--- src/sv/ssi_pkg.sv ---
// Shared types and constants for the sorted set intersection block.
// Used by ssi_ctrl, ssi_datapath, sorted_set_intersection and ssi_checker.
`default_nettype none

package ssi_pkg;

    localparam int unsigned LIST_DEPTH_DEFAULT = 32;
    localparam int unsigned VALUE_W            = 32;
    localparam int unsigned MODE_W             = 2;

    // Request modes
    localparam logic [MODE_W-1:0] MODE_LOAD_A = 2'd0;
    localparam logic [MODE_W-1:0] MODE_LOAD_B = 2'd1;
    localparam logic [MODE_W-1:0] MODE_RUN    = 2'd2;

    typedef enum logic [2:0] {
        ST_IDLE,
        ST_CHECK,
        ST_CMP,
        ST_SKIPA_CHK,
        ST_SKIPA_CMP,
        ST_SKIPB_CHK,
        ST_SKIPB_CMP,
        ST_FINISH
    } state_t;

    // Controller to datapath
    typedef struct packed {
        logic load_a;   // append request value to list A
        logic load_b;   // append request value to list B
        logic start;    // clear both read pointers
        logic ia_inc;
        logic ib_inc;
        logic take;     // new match: push pending result, hold new one
        logic finish;   // flush pending result with last mark, clear counts
    } cmd_t;

    // Datapath to controller
    typedef struct packed {
        logic a_more;   // ia < count_a
        logic b_more;   // ib < count_b
        logic eq;       // A head equals B head
        logic b_lt;     // B head below A head, signed
        logic a_dup;    // A head equals last match
        logic b_dup;    // B head equals last match
        logic can_take; // room to accept a new match
        logic res_free; // result register free this cycle
    } status_t;

endpackage

`default_nettype wire

--- src/sv/sorted_set_intersection.sv ---
// Top level of the sorted set intersection block.
// Depends on ssi_pkg, ssi_ctrl and ssi_datapath.
//
// Each request carries a mode and a value. A load request (list A or list B)
// appends the signed value to that list and leaves the block ready for further
// requests; a load into a full list (LIST_DEPTH entries) is dropped. A run
// request merges the two lists with two read pointers and returns every
// distinct value common to both, ascending, the final one with is_last set.
// An empty intersection gives a single result with none_found and is_last set
// and common_value zero. The run then empties both lists. Mode 3 is accepted
// and ignored. Every pointer step of a run waits on a registered read of the
// list stores, and each common value also passes through the check that ends
// the B repeat skip. A run also waits whenever the result side holds off. New
// requests are taken only between runs; the last result of a run may still
// be waiting while the next loads come in.
`default_nettype none

module sorted_set_intersection
#(
    parameter int unsigned LIST_DEPTH = ssi_pkg::LIST_DEPTH_DEFAULT
)
(
    input  wire logic                               clk,
    input  wire logic                               rst_n,
    // request channel
    input  wire logic                               req_valid,
    output logic                                    req_ready,
    input  wire logic [ssi_pkg::MODE_W-1:0]         mode,
    input  wire logic signed [ssi_pkg::VALUE_W-1:0] value,
    // result channel
    output logic                                    res_valid,
    input  wire logic                               res_ready,
    output logic signed [ssi_pkg::VALUE_W-1:0]      common_value,
    output logic                                    is_last,
    output logic                                    none_found
);

    ssi_pkg::cmd_t    cmd;
    ssi_pkg::status_t status;

    // Sequencer: load handling and the merge walk
    ssi_ctrl u_ctrl
    (
        .clk       (clk),
        .rst_n     (rst_n),
        .req_valid (req_valid),
        .mode      (mode),
        .req_ready (req_ready),
        .status    (status),
        .cmd       (cmd)
    );

    // Stores, pointers, pending match and the result register
    ssi_datapath
    #(
        .LIST_DEPTH (LIST_DEPTH)
    )
    u_datapath
    (
        .clk          (clk),
        .rst_n        (rst_n),
        .value        (value),
        .cmd          (cmd),
        .status       (status),
        .res_valid    (res_valid),
        .res_ready    (res_ready),
        .common_value (common_value),
        .is_last      (is_last),
        .none_found   (none_found)
    );

endmodule

`default_nettype wire

--- src/sv/ssi_ctrl.sv ---
// Merge controller for the sorted set intersection block.
// Depends on ssi_pkg (state_t, cmd_t, status_t, mode codes).
`default_nettype none

module ssi_ctrl
(
    input  wire logic                        clk,
    input  wire logic                        rst_n,
    input  wire logic                        req_valid,
    input  wire logic [ssi_pkg::MODE_W-1:0]  mode,
    output logic                             req_ready,
    input  wire ssi_pkg::status_t            status,
    output ssi_pkg::cmd_t                    cmd
);

    ssi_pkg::state_t state_reg;
    ssi_pkg::state_t state_next;

    always_ff @(posedge clk or negedge rst_n)
    begin
        if (!rst_n)
        begin
            state_reg <= ssi_pkg::ST_IDLE;
        end
        else
        begin
            state_reg <= state_next;
        end
    end

    // Next state
    always_comb
    begin
        state_next = state_reg;
        case (state_reg)
            ssi_pkg::ST_IDLE:
            begin
                if (req_valid && (mode == ssi_pkg::MODE_RUN))
                begin
                    state_next = ssi_pkg::ST_CHECK;
                end
            end
            ssi_pkg::ST_CHECK:
            begin
                state_next = (status.a_more && status.b_more) ? ssi_pkg::ST_CMP
                                                              : ssi_pkg::ST_FINISH;
            end
            ssi_pkg::ST_CMP:
            begin
                if (status.eq)
                begin
                    state_next = status.can_take ? ssi_pkg::ST_SKIPA_CHK : ssi_pkg::ST_CMP;
                end
                else
                begin
                    state_next = ssi_pkg::ST_CHECK;
                end
            end
            ssi_pkg::ST_SKIPA_CHK:
            begin
                state_next = status.a_more ? ssi_pkg::ST_SKIPA_CMP : ssi_pkg::ST_CHECK;
            end
            ssi_pkg::ST_SKIPA_CMP:
            begin
                state_next = status.a_dup ? ssi_pkg::ST_SKIPA_CHK : ssi_pkg::ST_SKIPB_CHK;
            end
            ssi_pkg::ST_SKIPB_CHK:
            begin
                state_next = status.b_more ? ssi_pkg::ST_SKIPB_CMP : ssi_pkg::ST_CHECK;
            end
            ssi_pkg::ST_SKIPB_CMP:
            begin
                state_next = status.b_dup ? ssi_pkg::ST_SKIPB_CHK : ssi_pkg::ST_CHECK;
            end
            ssi_pkg::ST_FINISH:
            begin
                if (status.res_free)
                begin
                    state_next = ssi_pkg::ST_IDLE;
                end
            end
            default:
            begin
                state_next = ssi_pkg::ST_IDLE;
            end
        endcase
    end

    // Outputs
    always_comb
    begin
        cmd       = '0;
        req_ready = 1'b0;
        case (state_reg)
            ssi_pkg::ST_IDLE:
            begin
                req_ready = 1'b1;
                if (req_valid)
                begin
                    cmd.load_a = (mode == ssi_pkg::MODE_LOAD_A);
                    cmd.load_b = (mode == ssi_pkg::MODE_LOAD_B);
                    cmd.start  = (mode == ssi_pkg::MODE_RUN);
                end
            end
            ssi_pkg::ST_CMP:
            begin
                if (status.eq)
                begin
                    cmd.take   = status.can_take;
                    cmd.ia_inc = status.can_take;
                end
                else if (status.b_lt)
                begin
                    cmd.ib_inc = 1'b1;
                end
                else
                begin
                    cmd.ia_inc = 1'b1;
                end
            end
            ssi_pkg::ST_SKIPA_CMP:
            begin
                // leaving the A repeats means A is not exhausted: step B too
                cmd.ia_inc = status.a_dup;
                cmd.ib_inc = !status.a_dup;
            end
            ssi_pkg::ST_SKIPB_CMP:
            begin
                cmd.ib_inc = status.b_dup;
            end
            ssi_pkg::ST_FINISH:
            begin
                cmd.finish = status.res_free;
            end
            default:
            begin
                cmd = '0;
            end
        endcase
    end

endmodule

`default_nettype wire

--- src/sv/ssi_datapath.sv ---
// List stores, pointers and result registers of the sorted set intersection.
// Depends on ssi_pkg (cmd_t, status_t, widths).
`default_nettype none

module ssi_datapath
#(
    parameter int unsigned LIST_DEPTH = ssi_pkg::LIST_DEPTH_DEFAULT
)
(
    input  wire logic                               clk,
    input  wire logic                               rst_n,
    input  wire logic signed [ssi_pkg::VALUE_W-1:0] value,
    input  wire ssi_pkg::cmd_t                      cmd,
    output ssi_pkg::status_t                        status,
    output logic                                    res_valid,
    input  wire logic                               res_ready,
    output logic signed [ssi_pkg::VALUE_W-1:0]      common_value,
    output logic                                    is_last,
    output logic                                    none_found
);

    localparam int unsigned CW = $clog2(LIST_DEPTH + 1);
    localparam int unsigned AW = (LIST_DEPTH > 1) ? $clog2(LIST_DEPTH) : 1;
    localparam logic [CW-1:0] DEPTH_C = CW'(LIST_DEPTH);

    logic [ssi_pkg::VALUE_W-1:0] mem_a [LIST_DEPTH];
    logic [ssi_pkg::VALUE_W-1:0] mem_b [LIST_DEPTH];
    logic [ssi_pkg::VALUE_W-1:0] rd_a_reg;
    logic [ssi_pkg::VALUE_W-1:0] rd_b_reg;

    logic [CW-1:0] count_a_reg, count_a_next;
    logic [CW-1:0] count_b_reg, count_b_next;
    logic [CW-1:0] ia_reg, ia_next;
    logic [CW-1:0] ib_reg, ib_next;

    logic                        pend_valid_reg, pend_valid_next;
    logic [ssi_pkg::VALUE_W-1:0] pend_value_reg, pend_value_next;

    logic                        res_valid_reg, res_valid_next;
    logic [ssi_pkg::VALUE_W-1:0] res_value_reg, res_value_next;
    logic                        res_last_reg, res_last_next;
    logic                        res_none_reg, res_none_next;

    logic a_room;
    logic b_room;
    logic res_free;

    assign a_room   = (count_a_reg < DEPTH_C);
    assign b_room   = (count_b_reg < DEPTH_C);
    assign res_free = !res_valid_reg || res_ready;

    // Stores: one write, one registered read each
    always_ff @(posedge clk)
    begin
        if (cmd.load_a && a_room)
        begin
            mem_a[count_a_reg[AW-1:0]] <= value;
        end
        rd_a_reg <= mem_a[ia_reg[AW-1:0]];
    end

    always_ff @(posedge clk)
    begin
        if (cmd.load_b && b_room)
        begin
            mem_b[count_b_reg[AW-1:0]] <= value;
        end
        rd_b_reg <= mem_b[ib_reg[AW-1:0]];
    end

    always_comb
    begin
        count_a_next = count_a_reg;
        count_b_next = count_b_reg;
        if (cmd.finish)
        begin
            count_a_next = '0;
            count_b_next = '0;
        end
        else
        begin
            if (cmd.load_a && a_room)
            begin
                count_a_next = count_a_reg + CW'(1);
            end
            if (cmd.load_b && b_room)
            begin
                count_b_next = count_b_reg + CW'(1);
            end
        end

        ia_next = ia_reg;
        ib_next = ib_reg;
        if (cmd.start)
        begin
            ia_next = '0;
            ib_next = '0;
        end
        else
        begin
            if (cmd.ia_inc)
            begin
                ia_next = ia_reg + CW'(1);
            end
            if (cmd.ib_inc)
            begin
                ib_next = ib_reg + CW'(1);
            end
        end
    end

    // Pending match and result register
    always_comb
    begin
        pend_valid_next = pend_valid_reg;
        pend_value_next = pend_value_reg;
        res_valid_next  = res_valid_reg && !res_ready;
        res_value_next  = res_value_reg;
        res_last_next   = res_last_reg;
        res_none_next   = res_none_reg;

        if (cmd.take)
        begin
            if (pend_valid_reg)
            begin
                res_valid_next = 1'b1;
                res_value_next = pend_value_reg;
                res_last_next  = 1'b0;
                res_none_next  = 1'b0;
            end
            pend_valid_next = 1'b1;
            pend_value_next = rd_a_reg;
        end
        else if (cmd.finish)
        begin
            res_valid_next  = 1'b1;
            res_value_next  = pend_valid_reg ? pend_value_reg : '0;
            res_last_next   = 1'b1;
            res_none_next   = !pend_valid_reg;
            pend_valid_next = 1'b0;
        end
    end

    always_ff @(posedge clk or negedge rst_n)
    begin
        if (!rst_n)
        begin
            count_a_reg    <= '0;
            count_b_reg    <= '0;
            ia_reg         <= '0;
            ib_reg         <= '0;
            pend_valid_reg <= 1'b0;
            res_valid_reg  <= 1'b0;
        end
        else
        begin
            count_a_reg    <= count_a_next;
            count_b_reg    <= count_b_next;
            ia_reg         <= ia_next;
            ib_reg         <= ib_next;
            pend_valid_reg <= pend_valid_next;
            res_valid_reg  <= res_valid_next;
        end
    end

    always_ff @(posedge clk)
    begin
        pend_value_reg <= pend_value_next;
        res_value_reg  <= res_value_next;
        res_last_reg   <= res_last_next;
        res_none_reg   <= res_none_next;
    end

    always_comb
    begin
        status.a_more   = (ia_reg < count_a_reg);
        status.b_more   = (ib_reg < count_b_reg);
        status.eq       = (rd_a_reg == rd_b_reg);
        status.b_lt     = ($signed(rd_b_reg) < $signed(rd_a_reg));
        status.a_dup    = (rd_a_reg == pend_value_reg);
        status.b_dup    = (rd_b_reg == pend_value_reg);
        status.can_take = !pend_valid_reg || res_free;
        status.res_free = res_free;
    end

    assign res_valid    = res_valid_reg;
    assign common_value = res_value_reg;
    assign is_last      = res_last_reg;
    assign none_found   = res_none_reg;

endmodule

`default_nettype wire

--- config.mk ---
export PLATFORM = sky130hd
export DESIGN_NAME = sorted_set_intersection
export DESIGN_NICKNAME = d
export VERILOG_FILES = /design/src/sv/ssi_pkg.sv /design/src/sv/sorted_set_intersection.sv /design/src/sv/ssi_ctrl.sv /design/src/sv/ssi_datapath.sv
export SDC_FILE = /design/constraint.sdc
export NUM_CORES = 2
export LEC_CHECK = 0
export ABC_AREA = 1
export ABC_CLOCK_PERIOD_IN_PS = 10300
export BUFFER_PORTS_ARGS = -buffer_cell sky130_fd_sc_hd__clkbuf_2
export CAP_MARGIN = 15
export CORE_UTILIZATION = 35
export CTS_BUF_LIST = sky130_fd_sc_hd__clkbuf_8
export DETAILED_ROUTE_END_ITERATION = 16
export PLACE_DENSITY = 0.53
export SLEW_MARGIN = 20
export SYNTH_ARGS = -nofsm -noshare
export SYNTH_HDL_FRONTEND = slang
export SYNTH_HIERARCHICAL = 1
export SYNTH_SLANG_ARGS = --single-unit
--- constraint.sdc ---
create_clock -name clk -period 10.3 [get_ports clk]
set_input_delay 2.06 -clock clk [delete_from_list [all_inputs] [get_ports clk]]
set_output_delay 2.06 -clock clk [all_outputs]
set_load 0.02 [all_outputs]
==> results.md <==
* Status: finished, final reports clean
* Crit Path Class: in -> reg
* Avg Synthesized Cell Area at 12.4 sq um
* I/O pin cnt at 74
* Top_reg_cell synth: edfxtp_1
* Max Clock Skew at 51.8 ps
* Post-cts resize count at 0
* Seq cells post-synth at 2,207
* Yosys warnings at 6
* Worst-case reg-to-reg path depth at 11
* Final core utilization at 0.396
* Htree depth at 5
* Critical Path Most Common Cell: nand2_1
* Worst Hold Class: reg -> reg
* DR vias at 56,500
* Worst skew pair latency at between 1000 and 1500 ps
* Port bufs at between 70 and 80
* P per Cell Area at 252 nW/um^2
* # fillers at 24,000
* Die height at a little over 500 um
* Slew Viols, Final at 0
* CP max stage delay at 1110 ps
* CP max-delay cell: nor2_4
* CP arrival at around 5300 ps
* CTS clk-pin slew, worst paths at 60 ps
* Cells after Synth at 7,130
* Post-synthesis sequential area ratio at 0.739
* Num CTS Buffers at 370
* Crit-path cells: clkbuf_2 -> nor4_2 -> buf_4 -> nand2_1 -> inv_1 -> nand2_1 -> nor2_4
* Register Area at 65,500 sq um
* Worst slew pin tran at 1150 ps
* Nets@finish at 7,355
* CP Data Required Time at 10,940 ps
* Remaining DRCs at 0
* Worst Hold Path Cells at 0
* CTS root buffer: clkbuf_8
* Leak at 0.0338 uW
* Row count at 184
* Synth unique cells at 45
* CP Launch Type: input port
* Initial Util at 0.352
* CTS tree: built
* Maximum vdd drop at 0.000293 V
* Maximum capacitance violations at 0
* Die area at 255,000 sq um
* Max-Slew Margin vs Limit at 0.231
* Number of global-route vias before repair at 54,100
* CORE AREA at approximately 250,000 sq um
* # setup viols final at 0
* CTS Hold Bufs at 0
* Fmax at ~220 MHz
* Footprint of the multi-input gates at 20,200 sq um
* Post-synth EDFFs at 2,114
* Tcrit/Tclk final at 0.451
* Final Hold Fails at 0
* Global Route Usage Sum at 0.202
* Wire length per cell at 24.3 um
* Vias per cell at 5.18
* First-pass GRT wire length at 378,000 um
* Fin crit period at 4650 ps
* Post-synth ARST share at 0.0131
* Max FO, Critical Path at 32
* Gpl congestion at 0.851
* Drt pass-1 iters at 11
* Longest Clk Path Bufs at 4
* GRT overflow at 0
* Sum Neg Setup Slack at 0 ps
* Share of cells above drive strength 1 at 0.0989
* RSZ-0062 raised after global routing: false
* Die width at a little over 500 um
* Mapped cell area at 88,600 sq um
* Post-DRT Antenna Nets at 0
* Mapped Nets at 7,220
* Routed WL at ~260,000 um
* Largest net degree at the start of global routing at slightly above 200
* Clk sink count at ~2,200
* Area growth, synth to finish at 12.3%
* Crit. End Element: flop
* Initial antenna violation count at 17
* Post-DP HPWL at 150,000 um
* Starting DRT DRC Count at 6,221
* Post-CTS Setup Inserts at 0
-- power by group --
| group | total, uW | switching (uW) | internal, uW | leakage [uW] |
|---|---|---|---|---|
| logic | 7550 | 5540 | 2010 | 0.0100 |
| registers | 10500 | 401 | 10100 | 0.0199 |
| clock network | 7000 | 3450 | 3550 | 0.00381 |
-- path summary, 6_finish.rpt --
path,from,end,slack [ps]
setup reg to reg,u_datapath/ib_reg[0],u_datapath/rd_b_reg[17],5690
max in group asynchronous,rst_n,u_datapath/ia_reg[1],8820
setup / recovery,mode[1],u_datapath/mem_a[13][28],5650
hold / removal,u_datapath/rd_a_reg[25],u_datapath/pend_value_reg[25],450
min in group asynchronous,rst_n,u_datapath/count_b_reg[4],1060
hold reg to reg,u_datapath/rd_a_reg[25],u_datapath/pend_value_reg[25],450
-- cell usage after synthesis (3+ instances only) --
cell type	number	area [sq um]
clkbuf_1	231	867
o21ai_0	915	4580
nand2_1	740	2780
nor3_1	17	85.1
xnor2_1	37	324
o21ai_1	164	821
nor2_1	1318	4950
nor4_1	3	18.8
dfxtp_1	64	1280
inv_2	5	18.8
buf_6	26	293
buf_2	80	400
nand3_1	232	1160
buf_4	36	270
o22ai_1	183	1140
edfxtp_1	2114	63500
dfrtp_1	29	726
ha_1	52	651
o2111ai_1	3	26.3
a21oi_1	109	546
xor2_1	7	61.3
buf_1	54	203
nand4_1	17	106
or2_1	7	43.8
or2_2	44	275
o211ai_1	258	1940
inv_1	360	1350
clkinv_1	5	18.8
-- per-layer routing --
layer	global-route usage	vias up	wire, um
li1	-	25800	-
met1	0.282	28200	115000
met2	0.318	2042	122000
met3	0.0348	368	18600
met4	0.0668	0	8510
met5	0	-	0
-- cell usage in the layout (no fill, tap or decap), types with 2 or more instances in the layout --
| cell type | synthesis | layout |
|---|---|---|
| dfrtp_4 | 0 | 6 |
| xor2_1 | 7 | 7 |
| nand3_1 | 232 | 232 |
| nor4_2 | 0 | 2 |
| nor3_1 | 17 | 11 |
| o22ai_1 | 183 | 183 |
| buf_2 | 80 | 14 |
| nor3_2 | 2 | 8 |
| diode_2 | 0 | 16 |
| nand2_1 | 740 | 740 |
| o2111ai_1 | 3 | 3 |
| xnor2_1 | 37 | 37 |
| clkinv_2 | 0 | 24 |
| a211oi_1 | 2 | 2 |
| buf_4 | 36 | 86 |
| o21ai_1 | 164 | 164 |
| clkinv_1 | 5 | 87 |
| edfxtp_1 | 2114 | 2114 |
| a21oi_1 | 109 | 109 |
| clkbuf_8 | 1 | 381 |
| clkbuf_2 | 0 | 57 |
| ha_1 | 52 | 52 |
| inv_1 | 360 | 502 |
| nand4_1 | 17 | 17 |
| or2_2 | 44 | 44 |
| dfrtp_1 | 29 | 23 |
| o21ai_0 | 915 | 914 |
| buf_12 | 0 | 19 |
| or2_1 | 7 | 7 |
| dfxtp_1 | 64 | 64 |
| clkinvlp_4 | 0 | 5 |
| o211ai_1 | 258 | 258 |
| inv_2 | 5 | 6 |
| nor2_4 | 1 | 64 |
| buf_16 | 0 | 13 |
| bufinv_16 | 0 | 6 |
| nor2_1 | 1318 | 1255 |
-- final cells by class --
type / count / share of cell area
Timing Repair Buffer: 191 / 0.0177
Multi-Input combinational cell: 4123 / 0.203
Clock inverter: 261 / 0.0119
Inverter: 372 / 0.0143
Clock buffer: 381 / 0.0527
Sequential cell: 2207 / 0.658
Antenna cell: 16 / 0.000402
Tap cell: 3348 / 0.0421
-- cell families after synthesis --
group           count (synthesis)  synth area share
flops                        2207             0.739
buf+inv                       800            0.0389
xor+xnor                       44           0.00435
fa+ha+maj                      52           0.00734
simple gates                 2388             0.107
compound gates               1639             0.103
-- metrics by stage --
stage / area (sq um) / hold WS, ps / setup slack (ps) / cells / total power (uW)
floorplan: 88600 / 430 / 3400 / 7130 / 15400
global placement: 92400 / 442 / 4330 / 10200 / 18100
detailed placement: 92700 / 450 / 4330 / 10200 / 18200
CTS: 99100 / 459 / 5450 / 10900 / 25200
global route: 99500 / 470 / 5480 / 10900 / 26300
finish: 99500 / 455 / 5650 / 10900 / 25000
-- critical path: cells and delay by family --
kind          cells  cell delay (ps)
buf+inv           3              530
simple gates      4             2690
Power figures use the tool's default switching activity.
